### config.mk
export PLATFORM = sky130hd
export DESIGN_NAME = char_lcd_command_sequencer_core
export DESIGN_NICKNAME = d
export VERILOG_FILES = /design/src/rtl/core/lcdseq_pkg.sv /design/src/rtl/core/lcdseq_strbuf.sv /design/src/rtl/core/char_lcd_command_sequencer_core.sv
export SDC_FILE = /design/constraint.sdc
export NUM_CORES = 2
export LEC_CHECK = 0
export BUFFER_PORTS_ARGS = -buffer_cell sky130_fd_sc_hd__buf_4
export CORE_ASPECT_RATIO = 0.8
export CORE_UTILIZATION = 30
export CTS_BUF_LIST = sky130_fd_sc_hd__clkbuf_8 sky130_fd_sc_hd__clkbuf_16
export CTS_CLUSTER_DIAMETER = 150
export CTS_CLUSTER_SIZE = 20
export DETAILED_ROUTE_END_ITERATION = 8
export HOLD_SLACK_MARGIN = 0.05
export PLACE_DENSITY_LB_ADDON = 0.25
export SKIP_CTS_REPAIR_TIMING = 1
export SYNTH_ARGS = -nofsm -noshare
export SYNTH_HDL_FRONTEND = slang
export SYNTH_SLANG_ARGS = --single-unit
export TNS_END_PERCENT = 1
### constraint.sdc
create_clock -name i_clk -period 6.13 [get_ports i_clk]
set_input_delay 0.613 -clock i_clk [delete_from_list [all_inputs] [get_ports i_clk]]
set_output_delay 0.613 -clock i_clk [all_outputs]
set_load 0.02 [all_outputs]
### src/rtl/core/lcdseq_pkg.sv
`timescale 1ns / 1ps
// ============================================================================
// lcdseq_pkg
// Shared types and constants for the character LCD command sequencer.
// ============================================================================
package lcdseq_pkg;

    // Item kinds on the input stream (tuser)
    typedef enum logic [1:0] {
        CMD_TICK   = 2'd0,
        CMD_STRING = 2'd1,
        CMD_CLEAR  = 2'd2,
        CMD_MOVE   = 2'd3
    } t_cmd;

    // Running request
    typedef enum logic [1:0] {
        PROC_IDLE  = 2'd0,
        PROC_WRITE = 2'd1,
        PROC_CLEAR = 2'd2,
        PROC_MOVE  = 2'd3
    } t_proc;

    // Configuration register indexes
    localparam logic [1:0] CFG_CLEAR        = 2'd0;
    localparam logic [1:0] CFG_FUNCTION_SET = 2'd1;
    localparam logic [1:0] CFG_DISPLAY_CTRL = 2'd2;

    // Init sequence steps
    localparam logic [1:0] INIT_STEP_CLEAR = 2'd0;
    localparam logic [1:0] INIT_STEP_FUNC  = 2'd1;
    localparam logic [1:0] INIT_STEP_DISP  = 2'd2;

    // DDRAM address command bases per line
    localparam logic [7:0] LINE0_BASE = 8'h80;
    localparam logic [7:0] LINE1_BASE = 8'hC0;

    localparam logic [7:0] CLEAR_RESET      = 8'h01;
    localparam logic [7:0] FUNCTION_RESET   = 8'h38;
    localparam logic [7:0] DISPLAY_RESET    = 8'h0C;

    localparam int IN_TDATA_W  = 16;
    localparam int OUT_TDATA_W = 16;

endpackage

### src/rtl/core/lcdseq_strbuf.sv
`timescale 1ns / 1ps
// ============================================================================
// lcdseq_strbuf
// String byte buffer: one write port, one registered read port.
// A read of the address written in the same cycle returns the new byte.
// ============================================================================
module lcdseq_strbuf
    import lcdseq_pkg::*;
#(
    parameter int DEPTH = 256,
    parameter int AW    = 8
) (
    input  logic          i_clk,
    input  logic          i_wr_en,
    input  logic [AW-1:0] i_wr_addr,
    input  logic [7:0]    i_wr_data,
    input  logic [AW-1:0] i_rd_addr,
    output logic [7:0]    o_rd_data
);

    logic [7:0] r_mem [DEPTH];
    logic [7:0] r_rd_data;

    always_ff @(posedge i_clk) begin
        if (i_wr_en) begin
            r_mem[i_wr_addr] <= i_wr_data;
        end
    end

    // write-first bypass
    always_ff @(posedge i_clk) begin
        if (i_wr_en && (i_wr_addr == i_rd_addr)) begin
            r_rd_data <= i_wr_data;
        end else begin
            r_rd_data <= r_mem[i_rd_addr];
        end
    end

    assign o_rd_data = r_rd_data;

endmodule

### src/rtl/core/char_lcd_command_sequencer_core.sv
`timescale 1ns / 1ps
// ============================================================================
// char_lcd_command_sequencer_core
// Sequences init commands, string writes, clears and cursor moves onto the
// RS/RW/E/data pins of an 8-bit character LCD, one pin update per tick.
// ============================================================================
// Results are registered into the output register, or the skid entry on a stall.
// Throughput: one item per cycle while the skid entry is empty; the buffer
//   read is prefetched for the current write index, so the only loop is
//   one state update per beat.
// Output: output register plus one skid entry; tready is a register.
// Reset (sync, active low) clears control state and the pin levels; the
//   string buffer needs no clearing, only bytes of the current string are read.
// ============================================================================
module char_lcd_command_sequencer_core
    import lcdseq_pkg::*;
#(
    parameter int BUFFER_DEPTH = 256
) (
    input  logic                   i_clk,
    input  logic                   i_rst_n,
    // input stream
    input  logic                   i_s_axis_tvalid,
    output logic                   o_s_axis_tready,
    // [7:0] char_byte, [8] line_select, [14:9] column_select, [15] zero
    input  logic [IN_TDATA_W-1:0]  i_s_axis_tdata,
    input  logic                   i_s_axis_tlast,  // last_byte
    input  logic [1:0]             i_s_axis_tuser,  // cmd
    // result stream
    output logic                   o_m_axis_tvalid,
    input  logic                   i_m_axis_tready,
    // [0] pin_rs, [1] pin_rw, [2] pin_enable, [10:3] data_bus,
    // [11] request_status, [12] done_res, [15:13] zero
    output logic [OUT_TDATA_W-1:0] o_m_axis_tdata,
    // configuration write
    input  logic                   i_cfg_valid,
    output logic                   o_cfg_ready,
    input  logic [1:0]             i_cfg_index,
    input  logic [7:0]             i_cfg_data
);

    localparam int AW = (BUFFER_DEPTH > 1) ? $clog2(BUFFER_DEPTH) : 1;
    localparam int LW = $clog2(BUFFER_DEPTH + 1);
    localparam logic [LW-1:0] DEPTH_L = LW'(BUFFER_DEPTH);

    // ------------------------------------------------------------------
    // Configuration registers
    // ------------------------------------------------------------------
    logic [7:0] r_clear_cmd;
    logic [7:0] r_func_cmd;
    logic [7:0] r_disp_cmd;

    assign o_cfg_ready = 1'b1;

    always_ff @(posedge i_clk) begin
        if (!i_rst_n) begin
            r_clear_cmd <= CLEAR_RESET;
            r_func_cmd  <= FUNCTION_RESET;
            r_disp_cmd  <= DISPLAY_RESET;
        end else if (i_cfg_valid) begin
            unique case (i_cfg_index)
                CFG_CLEAR:        r_clear_cmd <= i_cfg_data;
                CFG_FUNCTION_SET: r_func_cmd  <= i_cfg_data;
                CFG_DISPLAY_CTRL: r_disp_cmd  <= i_cfg_data;
                default: ;
            endcase
        end
    end

    // ------------------------------------------------------------------
    // Input unpacking
    // ------------------------------------------------------------------
    logic       in_accept;
    t_cmd       in_cmd;
    logic [7:0] in_char;
    logic       in_line;
    logic [5:0] in_col;

    assign in_accept = i_s_axis_tvalid && o_s_axis_tready;
    assign in_cmd    = t_cmd'(i_s_axis_tuser);
    assign in_char   = i_s_axis_tdata[7:0];
    assign in_line   = i_s_axis_tdata[8];
    assign in_col    = i_s_axis_tdata[14:9];

    // ------------------------------------------------------------------
    // Sequencer state
    // ------------------------------------------------------------------
    t_proc          r_proc,      n_proc;
    logic           r_init_done, n_init_done;
    logic [1:0]     r_init_step, n_init_step;
    logic           r_rs,        n_rs;
    logic           r_e,         n_e;
    logic [7:0]     r_bus,       n_bus;
    logic [LW-1:0]  r_len,       n_len;
    logic [LW-1:0]  r_pos,       n_pos;
    logic           r_collect,   n_collect;
    logic           r_line,      n_line;
    logic [5:0]     r_col,       n_col;

    logic           status;
    logic           done;
    logic           wr_en;
    logic [AW-1:0]  wr_addr;
    logic [AW-1:0]  rd_addr;
    logic [7:0]     rd_data;
    logic [LW-1:0]  len_base;
    logic [7:0]     init_byte;
    logic [7:0]     move_byte;

    assign init_byte = (r_init_step == INIT_STEP_CLEAR) ? r_clear_cmd :
                       (r_init_step == INIT_STEP_FUNC)  ? r_func_cmd  : r_disp_cmd;
    assign move_byte = (r_line ? LINE1_BASE : LINE0_BASE) + {2'b00, r_col};
    assign len_base  = r_collect ? r_len : '0;

    always_ff @(posedge i_clk) begin
        if (!i_rst_n) begin
            r_proc      <= PROC_IDLE;
            r_init_done <= 1'b0;
            r_init_step <= INIT_STEP_CLEAR;
            r_rs        <= 1'b0;
            r_e         <= 1'b0;
            r_bus       <= '0;
            r_len       <= '0;
            r_pos       <= '0;
            r_collect   <= 1'b0;
            r_line      <= 1'b0;
            r_col       <= '0;
        end else begin
            r_proc      <= n_proc;
            r_init_done <= n_init_done;
            r_init_step <= n_init_step;
            r_rs        <= n_rs;
            r_e         <= n_e;
            r_bus       <= n_bus;
            r_len       <= n_len;
            r_pos       <= n_pos;
            r_collect   <= n_collect;
            r_line      <= n_line;
            r_col       <= n_col;
        end
    end

    always_comb begin
        n_proc      = r_proc;
        n_init_done = r_init_done;
        n_init_step = r_init_step;
        n_rs        = r_rs;
        n_e         = r_e;
        n_bus       = r_bus;
        n_len       = r_len;
        n_pos       = r_pos;
        n_collect   = r_collect;
        n_line      = r_line;
        n_col       = r_col;
        status      = 1'b0;
        done        = 1'b0;
        wr_en       = 1'b0;
        wr_addr     = len_base[AW-1:0];

        if (in_accept) begin
            unique case (in_cmd)
                CMD_TICK: begin
                    if (r_collect) begin
                        // ticks are ignored while a string is being collected
                    end else if (!r_init_done) begin
                        if (r_e) begin
                            n_e = 1'b0;
                            if (r_init_step == INIT_STEP_DISP) begin
                                n_init_done = 1'b1;
                                n_init_step = INIT_STEP_CLEAR;
                            end else begin
                                n_init_step = r_init_step + 2'd1;
                            end
                        end else begin
                            n_rs  = 1'b0;
                            n_bus = init_byte;
                            n_e   = 1'b1;
                        end
                    end else begin
                        unique case (r_proc)
                            PROC_WRITE: begin
                                if (r_e) begin
                                    n_e = 1'b0;
                                end else if (r_pos >= r_len) begin
                                    n_pos  = '0;
                                    n_proc = PROC_IDLE;
                                    done   = 1'b1;
                                end else begin
                                    n_rs  = 1'b1;
                                    n_bus = rd_data;
                                    n_e   = 1'b1;
                                    n_pos = r_pos + LW'(1);
                                end
                            end
                            PROC_CLEAR, PROC_MOVE: begin
                                if (r_e) begin
                                    n_e    = 1'b0;
                                    n_proc = PROC_IDLE;
                                    done   = 1'b1;
                                end else begin
                                    n_rs  = 1'b0;
                                    n_bus = (r_proc == PROC_CLEAR) ? r_clear_cmd : move_byte;
                                    n_e   = 1'b1;
                                end
                            end
                            default: ;
                        endcase
                    end
                end
                CMD_STRING: begin
                    if (r_collect || (r_proc == PROC_IDLE)) begin
                        n_collect = 1'b1;
                        n_len     = len_base;
                        if (len_base < DEPTH_L) begin
                            wr_en = 1'b1;
                            n_len = len_base + LW'(1);
                        end
                        if (i_s_axis_tlast) begin
                            n_collect = 1'b0;
                            n_pos     = '0;
                            n_proc    = PROC_WRITE;
                        end
                    end else begin
                        status = 1'b1;
                    end
                end
                CMD_CLEAR, CMD_MOVE: begin
                    if (!r_collect && (r_proc == PROC_IDLE)) begin
                        if (in_cmd == CMD_CLEAR) begin
                            n_proc = PROC_CLEAR;
                        end else begin
                            n_line = in_line;
                            n_col  = in_col;
                            n_proc = PROC_MOVE;
                        end
                    end else begin
                        status = 1'b1;
                    end
                end
                default: ;
            endcase
        end
    end

    // Prefetch the byte at the next write index so it is ready on the next tick.
    assign rd_addr = (n_pos < DEPTH_L) ? n_pos[AW-1:0] : '0;

    lcdseq_strbuf #(
        .DEPTH (BUFFER_DEPTH),
        .AW    (AW)
    ) u_strbuf (
        .i_clk     (i_clk),
        .i_wr_en   (wr_en),
        .i_wr_addr (wr_addr),
        .i_wr_data (in_char),
        .i_rd_addr (rd_addr),
        .o_rd_data (rd_data)
    );

    // ------------------------------------------------------------------
    // Output register with one skid entry
    // ------------------------------------------------------------------
    logic [OUT_TDATA_W-1:0] beat;
    logic                   r_out_valid;
    logic [OUT_TDATA_W-1:0] r_out_data;
    logic                   r_skid_valid;
    logic [OUT_TDATA_W-1:0] r_skid_data;
    logic                   out_take;

    assign beat = {3'b000, done, status, n_bus, n_e, 1'b0, n_rs};
    assign out_take = r_out_valid && i_m_axis_tready;

    always_ff @(posedge i_clk) begin
        if (!i_rst_n) begin
            r_out_valid  <= 1'b0;
            r_skid_valid <= 1'b0;
        end else if (out_take || !r_out_valid) begin
            if (r_skid_valid) begin
                r_out_valid  <= 1'b1;
                r_skid_valid <= 1'b0;
            end else begin
                r_out_valid  <= in_accept;
            end
        end else if (in_accept) begin
            r_skid_valid <= 1'b1;
        end
    end

    always_ff @(posedge i_clk) begin
        if (out_take || !r_out_valid) begin
            if (r_skid_valid) begin
                r_out_data <= r_skid_data;
            end else if (in_accept) begin
                r_out_data <= beat;
            end
        end else if (in_accept) begin
            r_skid_data <= beat;
        end
    end

    assign o_s_axis_tready = !r_skid_valid;
    assign o_m_axis_tvalid = r_out_valid;
    assign o_m_axis_tdata  = r_out_data;

    // ------------------------------------------------------------------
    // Assertions
    // ------------------------------------------------------------------
    a_skid_behind_out: assert property (@(posedge i_clk) disable iff (!i_rst_n)
        r_skid_valid |-> r_out_valid)
        else $error("skid entry valid with empty output register");

    a_collect_idle: assert property (@(posedge i_clk) disable iff (!i_rst_n)
        r_collect |-> (r_proc == PROC_IDLE))
        else $error("string collection while a request runs");

    a_pos_bound: assert property (@(posedge i_clk) disable iff (!i_rst_n)
        (r_proc == PROC_WRITE) |-> (r_pos <= r_len))
        else $error("write index past string length");

    a_done_e_low: assert property (@(posedge i_clk) disable iff (!i_rst_n)
        (o_m_axis_tvalid && o_m_axis_tdata[12]) |-> !o_m_axis_tdata[2])
        else $error("done reported with E high");

    a_done_no_status: assert property (@(posedge i_clk) disable iff (!i_rst_n)
        (in_accept && done) |=> (r_proc == PROC_IDLE) && !r_e)
        else $error("done without returning to idle");

endmodule

==> metrics <==
status=finished, final reports clean; share of cells above drive strength 1=0.176; Internal Power=19,600 uW; via count of the first global-routing pass=42,000; Synth Area in Adders=0.00207; Synth Area in Compound Gates=0.0377; Initial Utilization=0.303; Synth top area share=0.737; Clock transition at path regs=0.09 ns; first-pass GRT wire length=337,000 microns; mux contribution to synthesized area=0.146; number of synthesized flops with an enable pin=2,072; Ys Warns=0; Clock Path Buffers=3; worst setup margin=1.26 ns; vias per cell=5.30; DRC=0; Final setup viols=0; antenna viol nets, final=0; Final HPWL DP=153,000 microns; Max-Cap Viols=0; final WL=241,000 microns; Ant. Diodes=0; min Tclk post-route=4.87 ns; CTS Root Cell=clkbuf_16; setup TNS=0 ns; row count=173; FMAX=0.206 GHz; R2R depth=9; Setup Crit Path Kind=reg2reg; H-tree levels=3; largest family of logic cells by synthesized area=multiplexers; drt wl/cell=29.4 microns; simple logic cell fraction of the synthesized area=0.0429; worst skew pair latency=0.79 ns; initial antenna violation count=9; Setup crit start kind=register; share of power burned in registers=0.651; CP Capture Type=register; Die H=477 microns; area delta synth->final=9.99%; Net Switching=5090 uW; register area share after synthesis=0.755; Worst Tran Pin Value=1.28 ns; sw frac=0.206; Leak Pwr=0.0272 uW; DP Worst Slack=1.34 ns; Worst EP arrival=5.35 ns; CP Data Required Time=6.61 ns; final hold violations=0; largest net degree at the start of global routing=177; Die X=595 microns; I/O pin cnt=53; max-slew violation count=0; TritonCTS clock tree=done; DRT iter0 DRCs=4,955; total CTS buffers=117; Congestion Overflow GR=0; routability congestion estimate=0.830; Combinational Power Share=0.016; drt first pass iters=5; GRT Total Usage=0.166; Synth Area per Inst=19.1 sq um; # port buffers=46; worst-path fanout max=44; Die ar.=284,000 sq um; FFs w/ async S/R, synth=0; WHS Path Cells=3; # nets final=4,515; post-synthesis xor/xnor area fraction=0.000726; Clock Skew=0.0571 ns; Peak VDD IR=201 uV; PwrDens=266 nW/um^2; CORE AREA=279,000 sq um; Slew Limit Headroom=0.141; hold slack final=0.0753 ns; Unique masters post-synth=70; synthesized flop and latch total=2,147; Post-Syn Area=84,400 sq um; cell count after synthesis=4,421; RSZ-0062 raised after global routing=no; Area contributors post-synth=edfxtp_1 (74%), mux4_2 (12%), mux2i_1 (2.6%); predominant post-synthesis flop cell=edfxtp_1; Clock power frac=0.332; Hold Crit Class=in2reg; period utilisation layout=0.794; DR vias=43,400; clk sinks=2,147; cell taking the most area after synthesis=edfxtp_1
## cells in the final DEF, fill, tap and decap left out, types with 46 or more instances in the layout
cell          n
edfxtp_1   2072
mux4_2      437
nor2_1      370
mux2i_1     218
nand2_1     206
buf_4       159
a22oi_1     119
clkbuf_16   118
a21oi_1      80
dfxtp_1      70
inv_1        65
o22ai_1      63
nand3_1      61
o21ai_0      46
## synthesized netlist by cell type (6+ instances only)
| cell | number |
|---|---|
| edfxtp_1 | 2072 |
| mux4_2 | 437 |
| inv_1 | 20 |
| buf_4 | 34 |
| a31oi_1 | 27 |
| a2111oi_0 | 14 |
| o21ai_0 | 46 |
| a211oi_1 | 15 |
| ha_1 | 14 |
| and2_1 | 16 |
| nor3_1 | 23 |
| nand3_1 | 62 |
| buf_6 | 6 |
| and3_1 | 22 |
| o22ai_1 | 63 |
| o31ai_1 | 11 |
| o221ai_1 | 13 |
| o211ai_1 | 27 |
| nand2b_1 | 25 |
| a32o_1 | 6 |
| nor2_1 | 371 |
| nand4_1 | 21 |
| dfxtp_1 | 75 |
| mux2_2 | 15 |
| buf_1 | 21 |
| nor2b_1 | 29 |
| a211o_1 | 8 |
| mux2i_1 | 218 |
| clkbuf_1 | 118 |
| nand2_1 | 206 |
| a22oi_1 | 119 |
| a21oi_1 | 80 |
| or4_1 | 13 |
| or2_2 | 6 |
| a221oi_1 | 7 |
| buf_2 | 86 |
## worst max-delay path: stages (launching register included)
cell	delay, ns
dfxtp_4	1.00
buf_12	0.45
buf_12	0.38
mux4_2	0.56
o22ai_1	0.38
a211oi_1	0.30
a211o_1	0.49
o31ai_1	0.55
buf_4	0.27
o211ai_1	0.10
## metal layers
layer,global-route usage,wire length (microns)
met3,0.0328,20100
met4,0.0343,4850
met1,0.265,115000
met2,0.231,100000
met5,0,12
## state kept, by name (all words and copies together) (netlist names), 6 cells and up, named ones only
name / cells
r_len: 9
r_bus: 8
u_strbuf.r_mem: 2048
o_m_axis_tdata: 12
r_pos: 9
r_clear_cmd: 8
r_disp_cmd: 8
r_col: 6
r_skid_data: 12
r_func_cmd: 8
## final cells by class
cell class	instances	area, sq um
Fill cell	26500	186000
Multi-Input combinational cell	1986	19400
Clock inverter	53	300
Inverter	25	93.8
Sequential cell	2147	63700
Clock buffer	118	2950
Tap cell	3675	4600
Timing Repair Buffer	190	1760
## cell families (layout without fill, tap and decap cells)
family	after synthesis	after routing
XOR/XNOR	7	7
other	2	5
adder cells (fa/ha/maj)	14	14
buffers and inverters	291	386
AND/OR/NAND/NOR	818	818
multiplexers	674	674
AO/OA/AOI/OAI	468	468
flip-flops	2147	2147
## stage by stage
stage          total power (uW)  utilization  area (sq um)  instances
2_1_floorplan             16500            -         84400       4424
4_1_cts                   24900        0.333         92900       8193
3_5_place_dp              16800        0.321         89600       8022
5_1_grt                   25400        0.333         92900       8194
3_3_place_gp              16800        0.321         89600       8022
6_report                  24700        0.333         92900       8194
## power by group through the flow
stage | logic, uW | registers (uW) | clock network, uW
after CTS | 414 | 16100 | 8380
after detailed placement | 415 | 16400 | 0
after floorplan | 97.1 | 16400 | 0
after global routing | 442 | 16100 | 8830
final | 407 | 16100 | 8210
after global placement | 399 | 16400 | 0
## final timing paths
kind / from / end / slack [ns]
worst max-delay path: register / o_m_axis_tdata[3] / 1.26
worst min-delay path: i_s_axis_tdata[12] / r_col[3] / 0.08
worst max register to register: register / o_m_axis_tdata[3] / 1.26
worst min register to register: r_func_cmd[2] / r_func_cmd[2] / 0.46
(Power assumes the default switching activity.)
